===== src/led_pkg.sv =====
// ----------------------------------------------------------------------------
// led_pkg
// shared types and constants of the local extrema detector
// ----------------------------------------------------------------------------
package led_pkg;

    // reported indices are always this wide, whatever the index counter width
    localparam int IDX_OUT_BITS = 16;

    typedef enum logic {
        KIND_MAX = 1'b0,
        KIND_MIN = 1'b1
    } t_kind;

    typedef struct packed {
        t_kind                   kind;
        logic [IDX_OUT_BITS-1:0] run_first;
        logic [IDX_OUT_BITS-1:0] run_final;
    } t_report;

endpackage


===== src/local_extrema_detector.sv =====
// a report is registered into the result register (or the skid under stall) from the beat that closes its run
// throughput: one sample beat per cycle while o_stall is low; the run state is registered on each accepted beat
// a two-entry result stage (register plus skid) holds reports under output stall
// o_stall rises only while both result entries are occupied
// reset: synchronous, active low; clears run state, index and result stage
// ----------------------------------------------------------------------------
// local_extrema_detector
// streaming detector of local maxima and minima over runs of equal samples
// ----------------------------------------------------------------------------
module local_extrema_detector #(
    parameter int MAX_SAMPLES = 65536,
    parameter int SAMPLE_BITS = 16
) (
    input  logic                                   i_clk,
    input  logic                                   i_rst_n,
    input  logic                                   i_valid,
    output logic                                   o_stall,
    input  logic signed [SAMPLE_BITS-1:0]          i_sample,
    input  logic                                   i_last,
    output logic                                   o_valid,
    input  logic                                   i_stall,
    output logic                                   o_kind,
    output logic [led_pkg::IDX_OUT_BITS-1:0]       o_run_first,
    output logic [led_pkg::IDX_OUT_BITS-1:0]       o_run_final
);
    import led_pkg::*;

    logic    in_accept;
    logic    rep_valid;
    t_report rep;
    t_report out_rep;
    logic    full;

    assign in_accept = i_valid && !o_stall;
    assign o_stall   = full;

    led_run_tracker #(
        .MAX_SAMPLES (MAX_SAMPLES),
        .SAMPLE_BITS (SAMPLE_BITS)
    ) u_tracker (
        .i_clk       (i_clk),
        .i_rst_n     (i_rst_n),
        .i_accept    (in_accept),
        .i_sample    (i_sample),
        .i_last      (i_last),
        .o_rep_valid (rep_valid),
        .o_rep       (rep)
    );

    led_out_stage u_out (
        .i_clk       (i_clk),
        .i_rst_n     (i_rst_n),
        .i_rep_valid (rep_valid),
        .i_rep       (rep),
        .i_stall     (i_stall),
        .o_valid     (o_valid),
        .o_rep       (out_rep),
        .o_full      (full)
    );

    assign o_kind      = out_rep.kind;
    assign o_run_first = out_rep.run_first;
    assign o_run_final = out_rep.run_final;

endmodule


===== src/led_run_tracker.sv =====
// ----------------------------------------------------------------------------
// led_run_tracker
// run state of the sample stream and the extremum decision for a closed run
// ----------------------------------------------------------------------------
module led_run_tracker #(
    parameter int MAX_SAMPLES = 65536,
    parameter int SAMPLE_BITS = 16
) (
    input  logic                          i_clk,
    input  logic                          i_rst_n,
    input  logic                          i_accept,
    input  logic signed [SAMPLE_BITS-1:0] i_sample,
    input  logic                          i_last,
    output logic                          o_rep_valid,
    output led_pkg::t_report              o_rep
);
    import led_pkg::*;

    localparam int IDX_W = $clog2(MAX_SAMPLES);
    localparam logic [IDX_W-1:0] LAST_IDX = IDX_W'(MAX_SAMPLES - 1);

    logic signed [SAMPLE_BITS-1:0] r_run_value, n_run_value;
    logic signed [SAMPLE_BITS-1:0] r_left_value, n_left_value;
    logic [IDX_W-1:0]              r_run_begin, n_run_begin;
    logic [IDX_W-1:0]              r_run_end, n_run_end;
    logic [IDX_W-1:0]              r_next_index, n_next_index;
    logic                          r_left_valid, n_left_valid;
    logic                          r_have_run, n_have_run;

    logic                          closes_run;
    logic                          is_max;
    logic                          is_min;
    logic [IDX_OUT_BITS-1:0]       first_idx;
    logic [IDX_OUT_BITS-1:0]       final_idx;

    // a run closes when a differing beat arrives behind an open run
    assign closes_run = i_accept && r_have_run && (i_sample != r_run_value);
    assign is_max     = r_left_valid && (r_left_value < r_run_value) &&
                        (i_sample < r_run_value);
    assign is_min     = r_left_valid && (r_left_value > r_run_value) &&
                        (i_sample > r_run_value);

    generate
        if (IDX_W >= IDX_OUT_BITS) begin : g_idx_trunc
            assign first_idx = r_run_begin[IDX_OUT_BITS-1:0];
            assign final_idx = r_run_end[IDX_OUT_BITS-1:0];
        end else begin : g_idx_ext
            assign first_idx = {{(IDX_OUT_BITS-IDX_W){1'b0}}, r_run_begin};
            assign final_idx = {{(IDX_OUT_BITS-IDX_W){1'b0}}, r_run_end};
        end
    endgenerate

    assign o_rep_valid     = closes_run && (is_max || is_min);
    assign o_rep.kind      = is_max ? KIND_MAX : KIND_MIN;
    assign o_rep.run_first = first_idx;
    assign o_rep.run_final = final_idx;

    always_comb begin
        n_run_value  = r_run_value;
        n_left_value = r_left_value;
        n_run_begin  = r_run_begin;
        n_run_end    = r_run_end;
        n_next_index = r_next_index;
        n_left_valid = r_left_valid;
        n_have_run   = r_have_run;
        if (i_accept) begin
            if (!r_have_run) begin
                n_run_value = i_sample;
                n_run_begin = r_next_index;
                n_have_run  = 1'b1;
            end else if (closes_run) begin
                n_left_value = r_run_value;
                n_left_valid = 1'b1;
                n_run_value  = i_sample;
                n_run_begin  = r_next_index;
            end
            n_run_end = r_next_index;
            // index saturates at the top of the range
            if (r_next_index < LAST_IDX) begin
                n_next_index = r_next_index + 1'b1;
            end
            if (i_last) begin
                n_run_value  = '0;
                n_left_value = '0;
                n_run_begin  = '0;
                n_run_end    = '0;
                n_next_index = '0;
                n_left_valid = 1'b0;
                n_have_run   = 1'b0;
            end
        end
    end

    always_ff @(posedge i_clk) begin
        if (!i_rst_n) begin
            r_run_value  <= '0;
            r_left_value <= '0;
            r_run_begin  <= '0;
            r_run_end    <= '0;
            r_next_index <= '0;
            r_left_valid <= 1'b0;
            r_have_run   <= 1'b0;
        end else begin
            r_run_value  <= n_run_value;
            r_left_value <= n_left_value;
            r_run_begin  <= n_run_begin;
            r_run_end    <= n_run_end;
            r_next_index <= n_next_index;
            r_left_valid <= n_left_valid;
            r_have_run   <= n_have_run;
        end
    end

    a_last_clears: assert property (@(posedge i_clk) disable iff (!i_rst_n)
        i_accept && i_last |=> !r_have_run && !r_left_valid && (r_next_index == '0))
        else $error("last beat did not clear the run state");

    a_left_needs_run: assert property (@(posedge i_clk) disable iff (!i_rst_n)
        r_left_valid |-> r_have_run)
        else $error("left neighbour held without an open run");

    a_index_bound: assert property (@(posedge i_clk) disable iff (!i_rst_n)
        (r_next_index <= LAST_IDX) && (r_run_begin <= r_run_end || !r_have_run))
        else $error("run indices out of order or beyond the bound");

endmodule


===== src/led_out_stage.sv =====
// ----------------------------------------------------------------------------
// led_out_stage
// result register with a skid entry, so the input never waits on a stalled
// result beat unless a second one is already parked
// ----------------------------------------------------------------------------
module led_out_stage (
    input  logic             i_clk,
    input  logic             i_rst_n,
    input  logic             i_rep_valid,
    input  led_pkg::t_report i_rep,
    input  logic             i_stall,
    output logic             o_valid,
    output led_pkg::t_report o_rep,
    output logic             o_full
);
    import led_pkg::*;

    logic    r_out_valid, n_out_valid;
    logic    r_skid_valid, n_skid_valid;
    t_report r_out, n_out;
    t_report r_skid, n_skid;
    logic    out_fire;

    assign out_fire = r_out_valid && !i_stall;

    always_comb begin
        n_out_valid  = r_out_valid;
        n_skid_valid = r_skid_valid;
        n_out        = r_out;
        n_skid       = r_skid;
        if (r_skid_valid) begin
            // upstream is held off while the skid entry is occupied
            if (out_fire) begin
                n_out        = r_skid;
                n_skid_valid = 1'b0;
            end
        end else if (!r_out_valid || out_fire) begin
            n_out_valid = i_rep_valid;
            n_out       = i_rep;
        end else if (i_rep_valid) begin
            n_skid_valid = 1'b1;
            n_skid       = i_rep;
        end
    end

    always_ff @(posedge i_clk) begin
        if (!i_rst_n) begin
            r_out_valid  <= 1'b0;
            r_skid_valid <= 1'b0;
        end else begin
            r_out_valid  <= n_out_valid;
            r_skid_valid <= n_skid_valid;
        end
    end

    always_ff @(posedge i_clk) begin
        r_out  <= n_out;
        r_skid <= n_skid;
    end

    assign o_valid = r_out_valid;
    assign o_rep   = r_out;
    assign o_full  = r_skid_valid;

    a_skid_behind_out: assert property (@(posedge i_clk) disable iff (!i_rst_n)
        r_skid_valid |-> r_out_valid)
        else $error("skid entry held with an empty result register");

    a_no_drop: assert property (@(posedge i_clk) disable iff (!i_rst_n)
        r_skid_valid && i_stall |=> r_skid_valid && $stable(r_skid))
        else $error("parked result beat lost while stalled");

    a_skid_moves: assert property (@(posedge i_clk) disable iff (!i_rst_n)
        r_skid_valid && !i_stall |=> r_out_valid && (r_out == $past(r_skid)))
        else $error("parked result beat not moved to the output");

endmodule

===== config.mk =====
export PLATFORM = sky130hd
export DESIGN_NAME = local_extrema_detector
export DESIGN_NICKNAME = d
export VERILOG_FILES = /design/src/led_pkg.sv /design/src/local_extrema_detector.sv /design/src/led_run_tracker.sv /design/src/led_out_stage.sv
export SDC_FILE = /design/constraint.sdc
export NUM_CORES = 1
export LEC_CHECK = 0
export ABC_AREA = 0
export ABC_CLOCK_PERIOD_IN_PS = 4700
export BUFFER_PORTS_ARGS = -buffer_cell sky130_fd_sc_hd__buf_2
export CORE_MARGIN = 2
export CORE_UTILIZATION = 55
export CTS_CLUSTER_DIAMETER = 100
export DETAILED_ROUTE_END_ITERATION = 8
export GPL_TIMING_DRIVEN = 0
export HOLD_SLACK_MARGIN = 0.02
export PLACE_DENSITY = 0.74
export SLEW_MARGIN = 20
export SYNTH_ARGS = -nofsm -noshare
export SYNTH_HDL_FRONTEND = slang
export SYNTH_SLANG_ARGS = --single-unit

===== constraint.sdc =====
create_clock -name i_clk -period 4.7 [get_ports i_clk]
set_clock_uncertainty 0.2 [all_clocks]
set_input_delay 0.47 -clock i_clk [delete_from_list [all_inputs] [get_ports i_clk]]
set_output_delay 0.47 -clock i_clk [all_outputs]
set_load 0.02 [all_outputs]

# Word-level counts from Yosys, hierarchy flattened
# Index checks and enable logic that the tools add are counted.
# word_totals
reg_bits	150
output_inout_bits	35
elab_cells	74
# op_classes
n_addsub	1
magnitude_cmp	5
n_eq_ne	3
mux	24
n_bitwise	2
n_reduce_logical	24
# op_table
operator	n
two-way mux 16 bit	12
two-way mux 33 bit	3
greater-than comparator 16 bit	2
< comparator 16 bit	2
adder 16 x 1 -> 16 bit (second input constant)	1
< comparator 16 bit (second input constant)	1
!= test 16 bit	1
logical AND 1 bit	9
two-way mux 1 bit	9
AND reduction 2 bit	4
nonzero test 2 bit	4
AND reduction 3 bit	2
zero test 1 bit	3
!= test 3 bit (second input constant)	1
logical OR 1 bit	2
!= test 2 bit (second input constant)	1
inverter 1 bit	2

# Longest topological paths before layout
# depth
word_depth	8
ltp_mapped	10
depth_no_buf	9

# Modules after synthesis
# A second synthesis with hierarchy kept.
# hier_totals
hier_cells	564
hier_area_um2	6710.2
# modules_own_cells
mod	n_inst	cells_per_inst	area_per_inst_um2	seq_area_each_um2
led_run_tracker	1	449	4075.2	1641.6
led_out_stage	1	114	2621.3	2021.9
local_extrema_detector	1	1	13.8	0.0

# Worst setup path after synthesis
# OpenSTA, ideal clock, no wires.
# synth_timing
kind	input to register
start	input i_sample[15]
end	register u_out.r_skid[0] (netlist bit) (enable)
t_arrival_ps	3401
required_ps	4077
path_slack_ps	676
path_stages	8
n_path_buf	0
path_cell_list	ha_1 nand4_4 or4_1 a21oi_1 o41ai_2 nor3b_1 mux2i_1 nor2_1
# synth_between
elab_chain_cells	5
# synth_rtl
element	line	text
start: declaration	local_extrema_detector.sv:18	input logic signed [SAMPLE_BITS-1:0] i_sample,
< comparator 16 bit / greater-than comparator 16 bit (equally long branches)	led_run_tracker.sv:39, led_run_tracker.sv:41	
logical AND 1 bit, on equally long branches	led_run_tracker.sv:38, led_run_tracker.sv:40	
logical OR 1 bit	led_run_tracker.sv:53	assign o_rep_valid = closes_run && (is_max || is_min);
logical AND 1 bit (*)	led_run_tracker.sv:53	
AND reduction 3 bit (no source line) (*)	n/a	
end signal: assignment	led_out_stage.sv:58	r_skid <= n_skid;
end: declaration	led_out_stage.sv:21	t_report r_skid, n_skid;
# Mark *: on every way between the ends. The rest lies on a longest branch, timed or not.
# A chain may end at the register's enable or synchronous reset.

# Final worst setup path
# layout_timing
start	register u_tracker.r_run_value[15]
end	register u_out.r_skid[16] (netlist bit) (enable)
# layout_between
elab_chain_cells	6
# layout_rtl
element	line	text
start: declaration	led_run_tracker.sv:22	logic signed [SAMPLE_BITS-1:0] r_run_value, n_run_value;
start signal: assignment	led_run_tracker.sv:104	r_run_value <= n_run_value;
< comparator 16 bit / greater-than comparator 16 bit (equally long branches)	led_run_tracker.sv:38, led_run_tracker.sv:40	
logical AND 1 bit, on equally long branches (2 in series)	led_run_tracker.sv:38, led_run_tracker.sv:40	
logical OR 1 bit	led_run_tracker.sv:53	
logical AND 1 bit (*)	led_run_tracker.sv:53	
AND reduction 3 bit (no source line) (*)	n/a	
# Marked as above.

==> metrics <==
outcome complete, no violations; Synth area leader edfxtp_1; drt via density 5.57; EDFF count, synth 66; Multi-input gate area ~2800 um2; Commonest cells post-synth nand2_1, dfxtp_1, edfxtp_1; number of port buffers 54; Die X 114 um; Gate Count Post-Synth 603; Worst-Skew Late Latency roughly 0.42 ns; number of I/O pins 56; clock power share 46.1%; asr flop ratio synth 0%; Area Growth Syn to Fin 16.7%; CP cell instances inv_1, ha_1, and4_1, nand3_1, nor3_1, a2111oi_0, mux2i_1, mux2i_1, nor2_4, buf_12; antenna violations before repair 0; CTS max path bufs 2; hpwl dp 9630 um; RSZ-0062 raised after global routing false; total wire length 13,400 um; first-pass GRT wire length 21,700 um; critical path endpoint category register; core area approximately 12,000 um2; Worst-Margin Slew 0.909 ns; Initial Util 55.9%; die area 12,900 um2; vias post-DR ~4,700; Sink Count 150; Reg clk slew, reported paths approximately 0.060 ns; hold depth 3; top cells by area, synth edfxtp_1, dfxtp_1, ha_1; Setup Crit Path Kind reg2reg; GRT Util Overall 21.7%; P_int 2.21 mW; Num CTS Buffers 17; Yosys reg bits 150; cell area after synthesis 6630 um2; Post-DRT Antenna Nets 0; Reg power frac a little under half; post-synthesis cell type count 42; worst hold path type in2reg; 1st-pass router iterations 5; cell mode on critical path mux2i_1; Reg area around 3700 um2; Pwr Total between 2 and 3 mW; post-cts resize count 0; most frequent cell after synthesis nand2_1; Synth top area share between 20% and 30%; gr ovfl total 0; Bufs and invs on worst path 2; # DRC 0; First DRT Iteration DRCs 290; Avg Inst Size Synth 11.0 um2; Non-Filler Instances 838; # setup viols final 0; hold buffer count at CTS 0; post-layout util 65.2%; sw power 0.652 mW; cell depth of the worst setup path 10; Sw Ratio a little under a quarter; Final Cycle Share 68.8%; nets 732; Crit path max-delay family multiplexers; DP Cell Count 806; Critical Path AT between 3 and 4 ns; achievable frequency 0.309 GHz; Lkg Pwr 2.95 nW; WL per Instance 16.0 um; Yosys Warn Count 0; sequential fraction of the synthesis area 55.3%; CTS Root Cell clkbuf_16; CP Launch Type register; PwrDens ~370 nW/um2; Worst Reg-to-Reg Cells 10; final hold viol count 0; Peak supply drop around 190 uV; pin count of the biggest net entering global routing 30; syn_nets about 660; Final GP Congestion 0.867; number of global-route vias before repair 4,495; min Tclk post-route 3.24 ns; post-route setup TNS 0 ns; H-tree levels 4; Worst path slowest cell a2111oi_0; Max-Cap Viols 0; row count 40; Largest stage delay, worst path 0.51 ns; layout cells sized above 1 between 15 and 20%; worst-path fanout max 29; Post-synth top flop dfxtp_1; die height 114 um; max_slew headroom 38.9%; required time of the critical path 4.67 ns; post-CTS setup buffer count 0; combinational share of power 5.9%; Fill cells 904; Antenna diodes 0; CTS tree yes; fin. max-slew vios 0
==> worst min-delay path, cell delays in order <==
cell and delay [ns]:
buf_2 0.11, nand3b_1 0.07, a21boi_1 0.06
==> metrics by stage <==
step	cell area, um2	setup WS [ns]	hold WS [ns]
after detailed placement	7150	1.42	0.246
after CTS	7730	1.46	0.115
after global placement	7080	-0.104	0.246
final	7730	1.46	0.131
after floorplan	6630	0.676	0.226
after global routing	7730	1.21	0.139
==> flip-flops by register name, summed over array words and instances, names as in the netlist <==
| signal | flops |
|---|---|
| u_out.o_full | 1 |
| u_out.o_rep | 33 |
| u_out.o_valid | 1 |
| u_out.r_skid | 33 |
| u_tracker.final_idx | 16 |
| u_tracker.first_idx | 16 |
| u_tracker.r_have_run | 1 |
| u_tracker.r_left_valid | 1 |
| u_tracker.r_left_value | 16 |
| u_tracker.r_next_index | 16 |
| u_tracker.r_run_value | 16 |
==> layout make-up <==
class                   instances  share of cell area [%]
flip-flops and latches        150                    47.4
multi-input cells             403                    35.9
clock buffers                  20                    6.05
repair buffers                 56                    4.11
well taps                     147                    2.38
plain buffers                  28                    1.59
clock inverters                12                    1.51
inverters                      22                    1.07
==> path summary, 6_finish.rpt <==
| kind | startpoint | slack [ns] | end |
|---|---|---|---|
| setup / recovery | u_tracker.r_run_value[15]$_SDFFE_PN0P_ | 1.46 | u_out.r_skid[16]$_DFFE_PP_ |
| hold / removal | i_sample[7] | 0.13 | u_tracker.r_run_value[7]$_SDFFE_PN0P_ |
| setup reg to reg | u_tracker.r_run_value[15]$_SDFFE_PN0P_ | 1.46 | u_out.r_skid[16]$_DFFE_PP_ |
| hold reg to reg | u_tracker.final_idx[11]$_SDFFE_PN0P_ | 0.26 | u_out.r_skid[11]$_DFFE_PP_ |
==> per-layer routing <==
metal  up-vias  share of wire (%)  GRT usage, %
met5         -                  0             0
met4         0                2.1          9.27
met3        25                4.3          4.89
met2       131                 49          36.9
met1      2231                 45          26.8
li1       2281                  -             -
==> power by group through the flow <==
stage,Sequential [mW],Clock (mW),Combinational (mW)
5_1_grt,1.37,1.39,0.189
3_5_place_dp,1.40,0,0.167
6_report,1.37,1.32,0.170
4_1_cts,1.37,1.34,0.169
3_3_place_gp,1.40,0,0.163
2_1_floorplan,1.40,0,0.115
==> cell usage in the layout (no fill, tap or decap), drive strengths merged, types with 2 or more instances in the layout <==
| cell | netlist | final |
|---|---|---|
| nand2 | 98 | 98 |
| dfxtp | 84 | 84 |
| buf | 12 | 68 |
| edfxtp | 66 | 66 |
| a21boi | 49 | 49 |
| clkbuf | 16 | 36 |
| nor2b | 35 | 35 |
| mux2 | 33 | 33 |
| ha | 33 | 33 |
| inv | 22 | 27 |
| nor2 | 24 | 24 |
| a21oi | 20 | 20 |
| a22oi | 16 | 16 |
| nand3b | 15 | 15 |
| nand3 | 12 | 12 |
| o21ai | 10 | 10 |
| nand4 | 8 | 8 |
| or3 | 7 | 7 |
| xnor2 | 6 | 6 |
| nor3 | 5 | 5 |
| mux2i | 5 | 5 |
| and4 | 4 | 4 |
| a21o | 4 | 4 |
| nand2b | 3 | 3 |
| xor2 | 3 | 3 |
| clkinvlp | 0 | 3 |
| o21a | 3 | 3 |
| clkinv | 0 | 3 |
| and3 | 2 | 2 |
==> cells by family (layout without fill, tap and decap cells) <==
group | count (synthesis) | in the layout | share of synthesized area (%)
AO/OA/AOI/OAI | 106 | 106 | 11.3
XOR/XNOR | 9 | 9 | 1.19
adder cells (fa/ha/maj) | 33 | 33 | 6.23
buffers and inverters | 50 | 138 | 3.10
flip-flops | 150 | 150 | 55.3
multiplexers | 38 | 38 | 6.36
AND/OR/NAND/NOR | 217 | 217 | 16.5
Power figures use the tool's default switching activity.
